$ cat src/rtl/core/sscan_pkg.sv
// Package for the state-space scan step: widths, constants, controller types.
// Used by every module of the block but the RAM; depends on nothing.
`timescale 1ns / 1ps

package sscan_pkg;

    localparam int STATE_SIZE_DEF = 16;
    localparam int FRAC_BITS      = 12;
    localparam int IDX_W          = 4;
    localparam int COEF_W         = 16;
    localparam int H_W            = 24;
    localparam int SUM_W          = 32;
    localparam int PROD_W         = COEF_W + H_W;
    localparam int SHIFT_W        = PROD_W - FRAC_BITS;
    localparam int IN_FIELDS_W    = IDX_W + 3 * COEF_W;
    localparam int IN_TDATA_W     = ((IN_FIELDS_W + 7) / 8) * 8;

    localparam logic signed [H_W-1:0]   H_MAX = {1'b0, {(H_W-1){1'b1}}};
    localparam logic signed [H_W-1:0]   H_MIN = {1'b1, {(H_W-1){1'b0}}};
    localparam logic signed [SUM_W-1:0] S_MAX = {1'b0, {(SUM_W-1){1'b1}}};
    localparam logic signed [SUM_W-1:0] S_MIN = {1'b1, {(SUM_W-1){1'b0}}};

    typedef enum logic [2:0] {
        ST_IDLE,
        ST_MUL1,
        ST_UPD,
        ST_MUL2,
        ST_SUM
    } state_t;

    typedef struct packed {
        logic accept;
        logic mul1;
        logic upd;
        logic mul2;
        logic finish;
    } cmd_t;

    typedef struct packed {
        logic item_last;
        logic out_blocked;
    } sts_t;

endpackage

$ cat src/rtl/core/sscan_ram.sv
// Generic single-port-write, single-port-read RAM with registered read data.
// Stands alone; used for the hidden state store.
`timescale 1ns / 1ps

module sscan_ram #(
    parameter int WIDTH  = 24,
    parameter int DEPTH  = 16,
    parameter int ADDR_W = (DEPTH > 1) ? $clog2(DEPTH) : 1
) (
    input  logic              clk,
    input  logic              we,
    input  logic [ADDR_W-1:0] waddr,
    input  logic [WIDTH-1:0]  wdata,
    input  logic              re,
    input  logic [ADDR_W-1:0] raddr,
    output logic [WIDTH-1:0]  rdata
);

    logic [WIDTH-1:0] mem_reg [DEPTH];
    logic [WIDTH-1:0] rdata_reg;

    always_ff @(posedge clk)
    begin
        if (we)
        begin
            mem_reg[waddr] <= wdata;
        end
        if (re)
        begin
            rdata_reg <= mem_reg[raddr];
        end
    end

    assign rdata = rdata_reg;

endmodule

$ cat src/rtl/core/sscan_ctrl.sv
// Sequencer of the scan step: steps one beat through multiply, update,
// multiply and accumulate. Depends on sscan_pkg.
`timescale 1ns / 1ps

module sscan_ctrl
    import sscan_pkg::*;
(
    input  logic clk,
    input  logic rst_n,
    input  logic in_valid,
    output logic in_ready,
    input  sts_t sts,
    output cmd_t cmd
);

    state_t state_reg;
    state_t state_next;
    logic   done;

    assign done = !(sts.item_last && sts.out_blocked);

    always_ff @(posedge clk or negedge rst_n)
    begin
        if (!rst_n)
        begin
            state_reg <= ST_IDLE;
        end
        else
        begin
            state_reg <= state_next;
        end
    end

    always_comb
    begin
        state_next = state_reg;
        case (state_reg)
            ST_IDLE:
            begin
                if (in_valid)
                begin
                    state_next = ST_MUL1;
                end
            end
            ST_MUL1: state_next = ST_UPD;
            ST_UPD:  state_next = ST_MUL2;
            ST_MUL2: state_next = ST_SUM;
            ST_SUM:
            begin
                if (done)
                begin
                    state_next = in_valid ? ST_MUL1 : ST_IDLE;
                end
            end
            default: state_next = ST_IDLE;
        endcase
    end

    always_comb
    begin
        in_ready   = 1'b0;
        cmd        = '0;
        case (state_reg)
            ST_IDLE: in_ready = 1'b1;
            ST_MUL1: cmd.mul1 = 1'b1;
            ST_UPD:  cmd.upd  = 1'b1;
            ST_MUL2: cmd.mul2 = 1'b1;
            ST_SUM:
            begin
                cmd.finish = done;
                in_ready   = done;
            end
            default: in_ready = 1'b0;
        endcase
        cmd.accept = in_ready && in_valid;
    end

endmodule

$ cat src/rtl/core/sscan_dpath.sv
// Datapath of the scan step: hidden state RAM, two multipliers, saturation,
// step sum and output register. Depends on sscan_pkg and sscan_ram.
`timescale 1ns / 1ps

module sscan_dpath
    import sscan_pkg::*;
#(
    parameter int STATE_SIZE = STATE_SIZE_DEF
) (
    input  logic                  clk,
    input  logic                  rst_n,
    input  cmd_t                  cmd,
    output sts_t                  sts,
    input  logic [IN_TDATA_W-1:0] in_data,
    input  logic                  in_first,
    input  logic                  in_last,
    input  logic                  out_ready,
    output logic                  out_valid,
    output logic [SUM_W-1:0]      out_data
);

    localparam int AW = (STATE_SIZE > 1) ? $clog2(STATE_SIZE) : 1;

    logic [IDX_W-1:0]          in_idx;
    logic [AW-1:0]             in_addr;
    logic                      in_range;

    logic [AW-1:0]             addr_reg;
    logic                      range_reg;
    logic                      first_reg;
    logic                      last_reg;
    logic signed [COEF_W-1:0]  decay_reg;
    logic signed [COEF_W-1:0]  drive_reg;
    logic signed [COEF_W-1:0]  readout_reg;

    logic [STATE_SIZE-1:0]     valid_reg;
    logic [H_W-1:0]            ram_rdata;
    logic signed [H_W-1:0]     prev;

    logic signed [PROD_W-1:0]  p1_reg;
    logic signed [PROD_W-1:0]  p1_next;
    logic signed [H_W-1:0]     h_reg;
    logic signed [H_W-1:0]     h_next;
    logic signed [H_W+4:0]     h_wide;
    logic signed [PROD_W-1:0]  p2_reg;
    logic signed [PROD_W-1:0]  p2_next;

    logic signed [SUM_W-1:0]   sum_reg;
    logic signed [SUM_W-1:0]   sum_next;
    logic signed [SUM_W-1:0]   sum_sat;
    logic signed [SUM_W:0]     sum_wide;
    logic signed [SHIFT_W-1:0] addend;

    logic                      out_valid_reg;
    logic                      out_valid_next;
    logic [SUM_W-1:0]          out_data_reg;
    logic                      load_out;

    assign in_idx   = in_data[IDX_W-1:0];
    assign in_range = ({{(32-IDX_W){1'b0}}, in_idx} < 32'(STATE_SIZE));

    generate
        if (AW > IDX_W)
        begin : g_addr_wide
            assign in_addr = {{(AW-IDX_W){1'b0}}, in_idx};
        end
        else if (AW == IDX_W)
        begin : g_addr_same
            assign in_addr = in_idx;
        end
        else
        begin : g_addr_narrow
            assign in_addr = in_idx[AW-1:0];
        end
    endgenerate

    always_ff @(posedge clk)
    begin
        if (cmd.accept)
        begin
            addr_reg    <= in_addr;
            range_reg   <= in_range;
            first_reg   <= in_first;
            last_reg    <= in_last;
            decay_reg   <= in_data[IDX_W +: COEF_W];
            drive_reg   <= in_data[IDX_W + COEF_W +: COEF_W];
            readout_reg <= in_data[IDX_W + 2 * COEF_W +: COEF_W];
        end
        if (cmd.mul1)
        begin
            p1_reg <= p1_next;
        end
        if (cmd.upd)
        begin
            h_reg <= h_next;
        end
        if (cmd.mul2)
        begin
            p2_reg <= p2_next;
        end
        if (load_out)
        begin
            out_data_reg <= sum_sat;
        end
    end

    sscan_ram #(
        .WIDTH (H_W),
        .DEPTH (STATE_SIZE)
    ) u_hidden_ram (
        .clk   (clk),
        .we    (cmd.upd && range_reg),
        .waddr (addr_reg),
        .wdata (h_next),
        .re    (cmd.accept),
        .raddr (in_addr),
        .rdata (ram_rdata)
    );

    // An entry never written since reset reads as zero.
    assign prev    = (range_reg && !first_reg && valid_reg[addr_reg]) ?
                     $signed(ram_rdata) : '0;
    assign p1_next = decay_reg * prev;

    assign h_wide = {p1_reg[PROD_W-1], p1_reg[PROD_W-1:FRAC_BITS]}
                  + {{(H_W+5-COEF_W){drive_reg[COEF_W-1]}}, drive_reg};

    always_comb
    begin
        if (!h_wide[H_W+4] && (|h_wide[H_W+3:H_W-1]))
        begin
            h_next = H_MAX;
        end
        else if (h_wide[H_W+4] && !(&h_wide[H_W+3:H_W-1]))
        begin
            h_next = H_MIN;
        end
        else
        begin
            h_next = h_wide[H_W-1:0];
        end
    end

    assign p2_next = readout_reg * h_reg;
    assign addend  = range_reg ? p2_reg[PROD_W-1:FRAC_BITS] : '0;

    assign sum_wide = {sum_reg[SUM_W-1], sum_reg}
                    + {{(SUM_W+1-SHIFT_W){addend[SHIFT_W-1]}}, addend};

    always_comb
    begin
        if (sum_wide[SUM_W] != sum_wide[SUM_W-1])
        begin
            sum_sat = sum_wide[SUM_W] ? S_MIN : S_MAX;
        end
        else
        begin
            sum_sat = sum_wide[SUM_W-1:0];
        end
    end

    assign load_out = cmd.finish && last_reg;

    always_comb
    begin
        sum_next = sum_reg;
        if (cmd.finish)
        begin
            sum_next = last_reg ? '0 : sum_sat;
        end
        out_valid_next = out_valid_reg;
        if (load_out)
        begin
            out_valid_next = 1'b1;
        end
        else if (out_ready)
        begin
            out_valid_next = 1'b0;
        end
    end

    always_ff @(posedge clk or negedge rst_n)
    begin
        if (!rst_n)
        begin
            valid_reg     <= '0;
            sum_reg       <= '0;
            out_valid_reg <= 1'b0;
        end
        else
        begin
            if (cmd.upd && range_reg)
            begin
                valid_reg[addr_reg] <= 1'b1;
            end
            sum_reg       <= sum_next;
            out_valid_reg <= out_valid_next;
        end
    end

    assign sts.item_last   = last_reg;
    assign sts.out_blocked = out_valid_reg && !out_ready;
    assign out_valid       = out_valid_reg;
    assign out_data        = out_data_reg;

endmodule

$ cat src/rtl/core/state_space_scan_step.sv
// Top level of the state-space scan step: sequencer plus datapath.
// Depends on sscan_pkg, sscan_ctrl, sscan_dpath and sscan_ram.
//
// Each input beat carries one hidden-state element of one time step. The
// block updates that element, adds its readout product to the step sum, and
// on a beat with tlast set sends the saturated sum as one output beat and
// clears the sum. A set tuser bit treats the old element as zero.
// Accepting a beat starts the hidden RAM read. Then come the decay multiply,
// the update and write-back, the readout multiply, and the sum update, in
// whose cycle the next beat can be accepted, so a beat is not taken before
// the one ahead reaches its sum update; that of a tlast beat loads the output.
// The result sits in an output register, so the next beat is accepted while
// it waits. If the receiver stalls and another tlast beat completes, that
// beat holds in its last cycle until the output register frees.
// Reset marks the hidden state empty, so it reads as zero, and clears the step sum and the output valid flag.
`timescale 1ns / 1ps

module state_space_scan_step
    import sscan_pkg::*;
#(
    parameter int STATE_SIZE = STATE_SIZE_DEF
) (
    input  logic                  clk,
    input  logic                  rst_n,
    input  logic                  s_axis_tvalid,
    output logic                  s_axis_tready,
    // From bit 0: state_index[3:0], decay[15:0], drive[15:0], readout[15:0], zero pad.
    input  logic [IN_TDATA_W-1:0] s_axis_tdata,
    // first_step.
    input  logic                  s_axis_tuser,
    input  logic                  s_axis_tlast,
    output logic                  m_axis_tvalid,
    input  logic                  m_axis_tready,
    // From bit 0: scan_out[31:0].
    output logic [SUM_W-1:0]      m_axis_tdata
);

    cmd_t cmd;
    sts_t sts;

    sscan_ctrl u_ctrl (
        .clk      (clk),
        .rst_n    (rst_n),
        .in_valid (s_axis_tvalid),
        .in_ready (s_axis_tready),
        .sts      (sts),
        .cmd      (cmd)
    );

    sscan_dpath #(
        .STATE_SIZE (STATE_SIZE)
    ) u_dpath (
        .clk       (clk),
        .rst_n     (rst_n),
        .cmd       (cmd),
        .sts       (sts),
        .in_data   (s_axis_tdata),
        .in_first  (s_axis_tuser),
        .in_last   (s_axis_tlast),
        .out_ready (m_axis_tready),
        .out_valid (m_axis_tvalid),
        .out_data  (m_axis_tdata)
    );

endmodule

$ cat config.mk
export PLATFORM = sky130hd
export DESIGN_NAME = state_space_scan_step
export DESIGN_NICKNAME = d
export VERILOG_FILES = /design/src/rtl/core/sscan_pkg.sv /design/src/rtl/core/sscan_ram.sv /design/src/rtl/core/sscan_ctrl.sv /design/src/rtl/core/sscan_dpath.sv /design/src/rtl/core/state_space_scan_step.sv
export SDC_FILE = /design/constraint.sdc
export NUM_CORES = 2
export LEC_CHECK = 0
export BUFFER_PORTS_ARGS = -buffer_cell sky130_fd_sc_hd__buf_2
export CAP_MARGIN = 20
export CORE_MARGIN = 5
export CORE_UTILIZATION = 56
export CTS_CLUSTER_DIAMETER = 80
export DETAILED_ROUTE_END_ITERATION = 10
export PLACE_DENSITY = 0.77
export SETUP_SLACK_MARGIN = 0.05
export SLEW_MARGIN = 25
export SYNTH_ARGS = -nofsm -noshare
export SYNTH_HDL_FRONTEND = slang
export SYNTH_SLANG_ARGS = --single-unit
$ cat constraint.sdc
create_clock -name clk -period 16.4 [get_ports clk]
set_input_delay 4.92 -clock clk [delete_from_list [all_inputs] [get_ports clk]]
set_output_delay 4.92 -clock clk [all_outputs]
set_load 0.01 [all_outputs]
; ---- Word level (Yosys, flattened, before mapping)
; Memory sizes are Yosys's and may differ from the RTL's. A register that Yosys moved wholly into a read port is not among the register bits.
; Cells that the tools add are included.
[word_totals]
regBits = 242
mem_bits_rw = 384
input_bits = 62
output_inout_bits = 34
word_cells = 70
n_memories = 1
[classes]
addsub = 2
multipliers = 2
magnitude_cmp = 2
eq_ne = 7
n_mux = 23
bitwise_logic = 1
n_reduce_logical = 18
[memory_table]
columns = memory, depth, width, rd, rd_ports_with_merged_regs, wr, line
row1 = u_dpath.u_hidden_ram.mem_reg, 16, 24, 1, 1, 1, sscan_ram.sv:19  ; logic [WIDTH-1:0] mem_reg [DEPTH];
[op_table]
columns = cell, count
row1 = 32-bit two-way mux, 3
row2 = 16-bit by 24-bit multiplier with 40-bit output, 2
row3 = 24-bit two-way mux, 3
row4 = 32-bit by 28-bit adder with 33-bit output, 1
row5 = 28-bit by 16-bit adder with 29-bit output, 1
row6 = 16-bit OR, 1
row7 = 3-bit case mux with 5 select lines, 1
row8 = 1-bit two-way mux, 11
row9 = 1-bit logical AND, 8
row10 = 3-bit by 2-bit equality test with 1-bit output (second input constant), 2
row11 = 3-bit two-way mux, 2
row12 = 1-bit logical NOT, 5
row13 = 4-bit by 5-bit < comparator with 1-bit output (second input constant), 1
row14 = 5-bit AND reduction, 1
row15 = 5-bit OR reduction, 1
row16 = 1-bit binary-select mux with 4-bit select, 1
row17 = 1-bit demux with 4-bit select, 1
row18 = 4-bit by 1-bit greater-or-equal comparator with 1-bit output (second input constant), 1
row19 = 2-bit != test (second input constant), 2
row20 = 3-bit by 1-bit equality test with 1-bit output (second input constant), 1
row21 = 3-bit equality test (second input constant), 1
row22 = 3-bit logical NOT, 1
row23 = 1-bit case mux with 2 select lines, 1
row24 = 2-bit AND reduction, 1
row25 = 2 further kinds, 2

; ---- Longest topological paths before layout
[logic_depth]
ltp_word = 7
depth_mapped = 33
depth_no_buf = 29

; ---- Hierarchy
; From an unflattened synthesis, not the netlist that was laid out.
[unflattened]
cells_unflattened = 4519
area_unflattened_um2 = 52915.8
[modules_own_cells]
columns = module, n_inst, cells_per_inst, area_per_inst_um2, seq_area_each_um2
row1 = sscan_dpath, 1, 3865, 37572.3, 6211.0
row2 = sscan_ram, 1, 636, 15170.8, 12251.8
row3 = sscan_ctrl, 1, 18, 172.7, 75.1

; ---- Worst setup path before layout
; No wires, ideal clock.
[synth_timing]
kind = input -> output
start = input m_axis_tready
end = output s_axis_tready
arrival_ns = 5.407
required_time_ns = 11.480
setup_slack_ns = 6.073
cell_stages = 2
n_path_buf = 0
path_cell_list = nor3_1 -> a21boi_0
[synth_between]
elab_chain_len = 5
[synth_rtl]
columns = element, line
row1 = from (decl), state_space_scan_step.sv:33  ; input logic m_axis_tready,
row2 = 1-bit logical NOT, sscan_dpath.sv:202  ; assign sts.out_blocked = out_valid_reg && !out_ready;
row3 = 1-bit logical AND, sscan_dpath.sv:202
row4 = 1-bit logical AND, sscan_ctrl.sv:20  ; assign done = !(sts.item_last && sts.out_blocked);
row5 = 1-bit logical NOT, sscan_ctrl.sv:20
row6 = 1-bit case mux with 2 select lines, sscan_ctrl.sv:63  ; case (state_reg)
row7 = to (decl), state_space_scan_step.sv:26  ; output logic s_axis_tready,
; Every way passes these cells.

; ---- Worst setup path in the final report
; Same ends and word-level chain as after synthesis.

==> run summary <==
Result of the run -> complete, no violations
Crit path capture type -> output pin
Post-synthesis sequential area ratio -> 0.353
Sinks on Clock Net -> 626
Violation count after the first detailed-route iteration -> 3230
Post-synth top cells -> sky130_fd_sc_hd__inv_1 (854), sky130_fd_sc_hd__fa_1 (748), sky130_fd_sc_hd__edfxtp_1 (574)
Netlist Area Pre-Place -> 0.0525 mm^2
Post-CTS clock slew at the launch and capture registers of the worst setup and hold paths -> 0.06 ns
Cell chosen for the clock root -> sky130_fd_sc_hd__clkbuf_16
Final Hold Viols -> 0
Synthesis-stage register bit count -> 626
Site row count -> 112
Count of final max-slew check failures -> 0
Synth area leader -> sky130_fd_sc_hd__edfxtp_1
CTS Buffer Depth -> 3
Yosys top cell area share -> 0.329
Final estimated routing congestion in global placement -> 0.898
WHS -> 0.458 ns
Maximum fanout count along the critical path -> 4
Clock Latency Late Sink -> 0.65 ns
Post-DRT Antenna Nets -> 0
First-pass GRT wire length -> 197000 um
Cell with the largest stage delay on the worst path -> sky130_fd_sc_hd__nor3_1
CTS tree -> built
Data required time at the worst endpoint -> 11.48 ns
Distinct cell type count after synthesis -> 81
Crit path kind -> in2out
Cell types with the largest area share after synthesis -> sky130_fd_sc_hd__edfxtp_1 (33%), sky130_fd_sc_hd__fa_1 (29%), sky130_fd_sc_hd__inv_1 (6.1%), sky130_fd_sc_hd__ha_1 (6.0%), sky130_fd_sc_hd__mux4_2 (5.2%)
Flip-flop count of the largest register, all copies and words added -> 384
Number of synthesized flops with an enable pin -> 574
I/O pin count -> 96
Horiz. Die Dim -> 316 um
Setup bufs post-CTS -> 0
Signed area change from the synthesized netlist to the final layout -> 8.14%
Overall die area -> 0.0999 mm^2
Unrepaired setup endpoints after global routing -> no
Worst slew margin -> 0.231
Most numerous cell on the critical path -> sky130_fd_sc_hd__buf_2
Portion of the clock cycle consumed by the worst path in the final layout -> 0.650
Global-route usage over all layers -> 0.256
Number of setup violations in the final report -> 0
Post-Route Skew -> 0.0513 ns
Number of instances in the synthesized netlist -> 4415
Vias post-DR -> 33600
Mean cell area of the mapped netlist -> 11.9 um^2
Number of buffers inserted during clock tree synthesis -> 69
DP Wirelength -> 87500 um
H-Tree Depth -> 3
Yosys warnings -> 0
WL/cell -> 21.7 um
Detailed-routing iteration count for the pre-antenna-repair pass -> 7
Filler Cells Inserted -> 6943
Grt total ovfl -> 0
Final wirelength -> 125000 um
Post-cts resize count -> 0
Fraction of final layout cells sized beyond drive strength 1 -> 0.0999
Initial antenna violation count -> 4
Flip-flop cell with the highest count after synthesis -> sky130_fd_sc_hd__edfxtp_1
Post-route minimum period -> 10.66 ns
Number of max-cap violations -> 0
Share of flip-flops with an asynchronous set or reset -> 0.0831
Leading cell type by number of instances after synthesis -> sky130_fd_sc_hd__inv_1
Min-delay worst type -> reg2reg
Effective utilization at floorplan -> 0.563
Highest Clock Rate -> 93.8 MHz
Startpoint type of the worst setup path -> primary input
Via count of the first global-routing pass -> 35400
DRC -> 0
Standard cell core area -> 0.0932 mm^2
Longest individual stage delay on the worst path -> 0.36 ns
Setup TNS Final -> 0 ns
Worst-path cell chain -> buf_2, nor3_1, a21boi_0, buf_2
Hold_buf cts -> 0
Slew at the pin closest to its max-slew limit -> 1.15 ns
Layout Nets -> 5502
Data arrival time of the worst path -> 5.74 ns
Total of buffers placed on input and output ports -> 91
Pin count of the biggest net entering global routing -> 83
Die outline height -> 316 um
Net count after synthesis -> 5475
Avg Vias per Cell -> 5.84
worst paths after layout:
kind | startpoint | to | slack (ns) | cells past startpoint
max | m_axis_tready | s_axis_tready | 5.74 | 4
min | u_dpath.valid_reg[5] | u_dpath.valid_reg[5] | 0.46 | 1
max reg2reg | u_dpath.addr_reg[3] | u_dpath.p1_reg[39] | 6.73 | 23
min reg2reg | u_dpath.valid_reg[5] | u_dpath.valid_reg[5] | 0.46 | 1
max in group asynchronous | rst_n | u_ctrl.state_reg[1] | 11.37 | 2
min in group asynchronous | rst_n | u_dpath.sum_reg[23] | 4.42 | 2
cells in the final DEF (no fill, tap or decap), types with 11 or more instances in the layout:
master                      instances
sky130_fd_sc_hd__o21ai_1           21
sky130_fd_sc_hd__clkinv_2          12
sky130_fd_sc_hd__a21oi_1           84
sky130_fd_sc_hd__nor2b_1           26
sky130_fd_sc_hd__buf_2             89
sky130_fd_sc_hd__a221o_1           20
sky130_fd_sc_hd__and3_1           148
sky130_fd_sc_hd__a21o_1            39
sky130_fd_sc_hd__ha_1             250
sky130_fd_sc_hd__clkbuf_16         69
sky130_fd_sc_hd__nand4_1           17
sky130_fd_sc_hd__clkbuf_1          15
sky130_fd_sc_hd__o21ai_0           51
sky130_fd_sc_hd__or2_2             21
sky130_fd_sc_hd__mux4_2           122
sky130_fd_sc_hd__o21ai_2           16
sky130_fd_sc_hd__xor2_1            30
sky130_fd_sc_hd__nor3_1            19
sky130_fd_sc_hd__buf_4             44
sky130_fd_sc_hd__nand3_1           22
sky130_fd_sc_hd__nand2b_1          47
sky130_fd_sc_hd__maj3_1            19
sky130_fd_sc_hd__o21a_1            24
sky130_fd_sc_hd__inv_1            854
sky130_fd_sc_hd__nor2_1           133
sky130_fd_sc_hd__o21bai_1          15
sky130_fd_sc_hd__edfxtp_1         574
sky130_fd_sc_hd__xnor2_1           69
sky130_fd_sc_hd__nand2_1          475
sky130_fd_sc_hd__and2_1           201
sky130_fd_sc_hd__a211oi_1          16
sky130_fd_sc_hd__dfrtp_1           52
sky130_fd_sc_hd__fa_1             748
sky130_fd_sc_hd__nor2_2            11
layout make-up:
| type | count | area [um^2] | share of cell area |
|---|---|---|---|
| multi-input cells | 2751 | 30200 | 0.533 |
| well taps | 1254 | 1570 | 0.0277 |
| diodes | 3 | 7.51 | 0.000132 |
| inverters | 855 | 3210 | 0.0566 |
| clock inverters | 40 | 482 | 0.00849 |
| clock buffers | 85 | 1800 | 0.0317 |
| repair buffers | 139 | 912 | 0.0161 |
| flip-flops and latches | 626 | 18500 | 0.327 |
through the flow:
stage / instances / area, um^2 / setup slack [ns] / utilization
floorplan: 4415 / 52500 / 6.07 / -
global placement: 5620 / 54200 / 5.76 / 0.582
detailed placement: 5623 / 54300 / 5.72 / 0.583
CTS: 5748 / 56600 / 5.71 / 0.607
global route: 5753 / 56700 / 5.58 / 0.609
finish: 5753 / 56700 / 5.74 / 0.609
cells by family after synthesis:
kind of cell,share of synthesized area
AND/OR/NAND/NOR,0.106
buffers and inverters,0.0748
multiplexers,0.0533
XOR/XNOR,0.0167
adder cells (fa/ha/maj),0.349
AO/OA/AOI/OAI,0.0468
flip-flops,0.353
critical path, delay by kind of cell:
family,cells,cell delay [ns]
AOI/OAI and AO/OA,1,0.19
buffers and inverters,2,0.28
and+or+nand+nor,1,0.36
metal layers:
layer / part of all wire / routed length [um] / track usage / up-vias
li1: - / - / - / 14400
met1: 0.39 / 48400 / 0.360 / 17200
met2: 0.48 / 60000 / 0.411 / 1739
met3: 0.098 / 12300 / 0.0484 / 301
met4: 0.034 / 4230 / 0.0831 / 0
met5: 0 / 0 / 0 / -
Power is not shown: default switching activity piles up to over one toggle a cycle in this logic, so the estimate is an artifact.
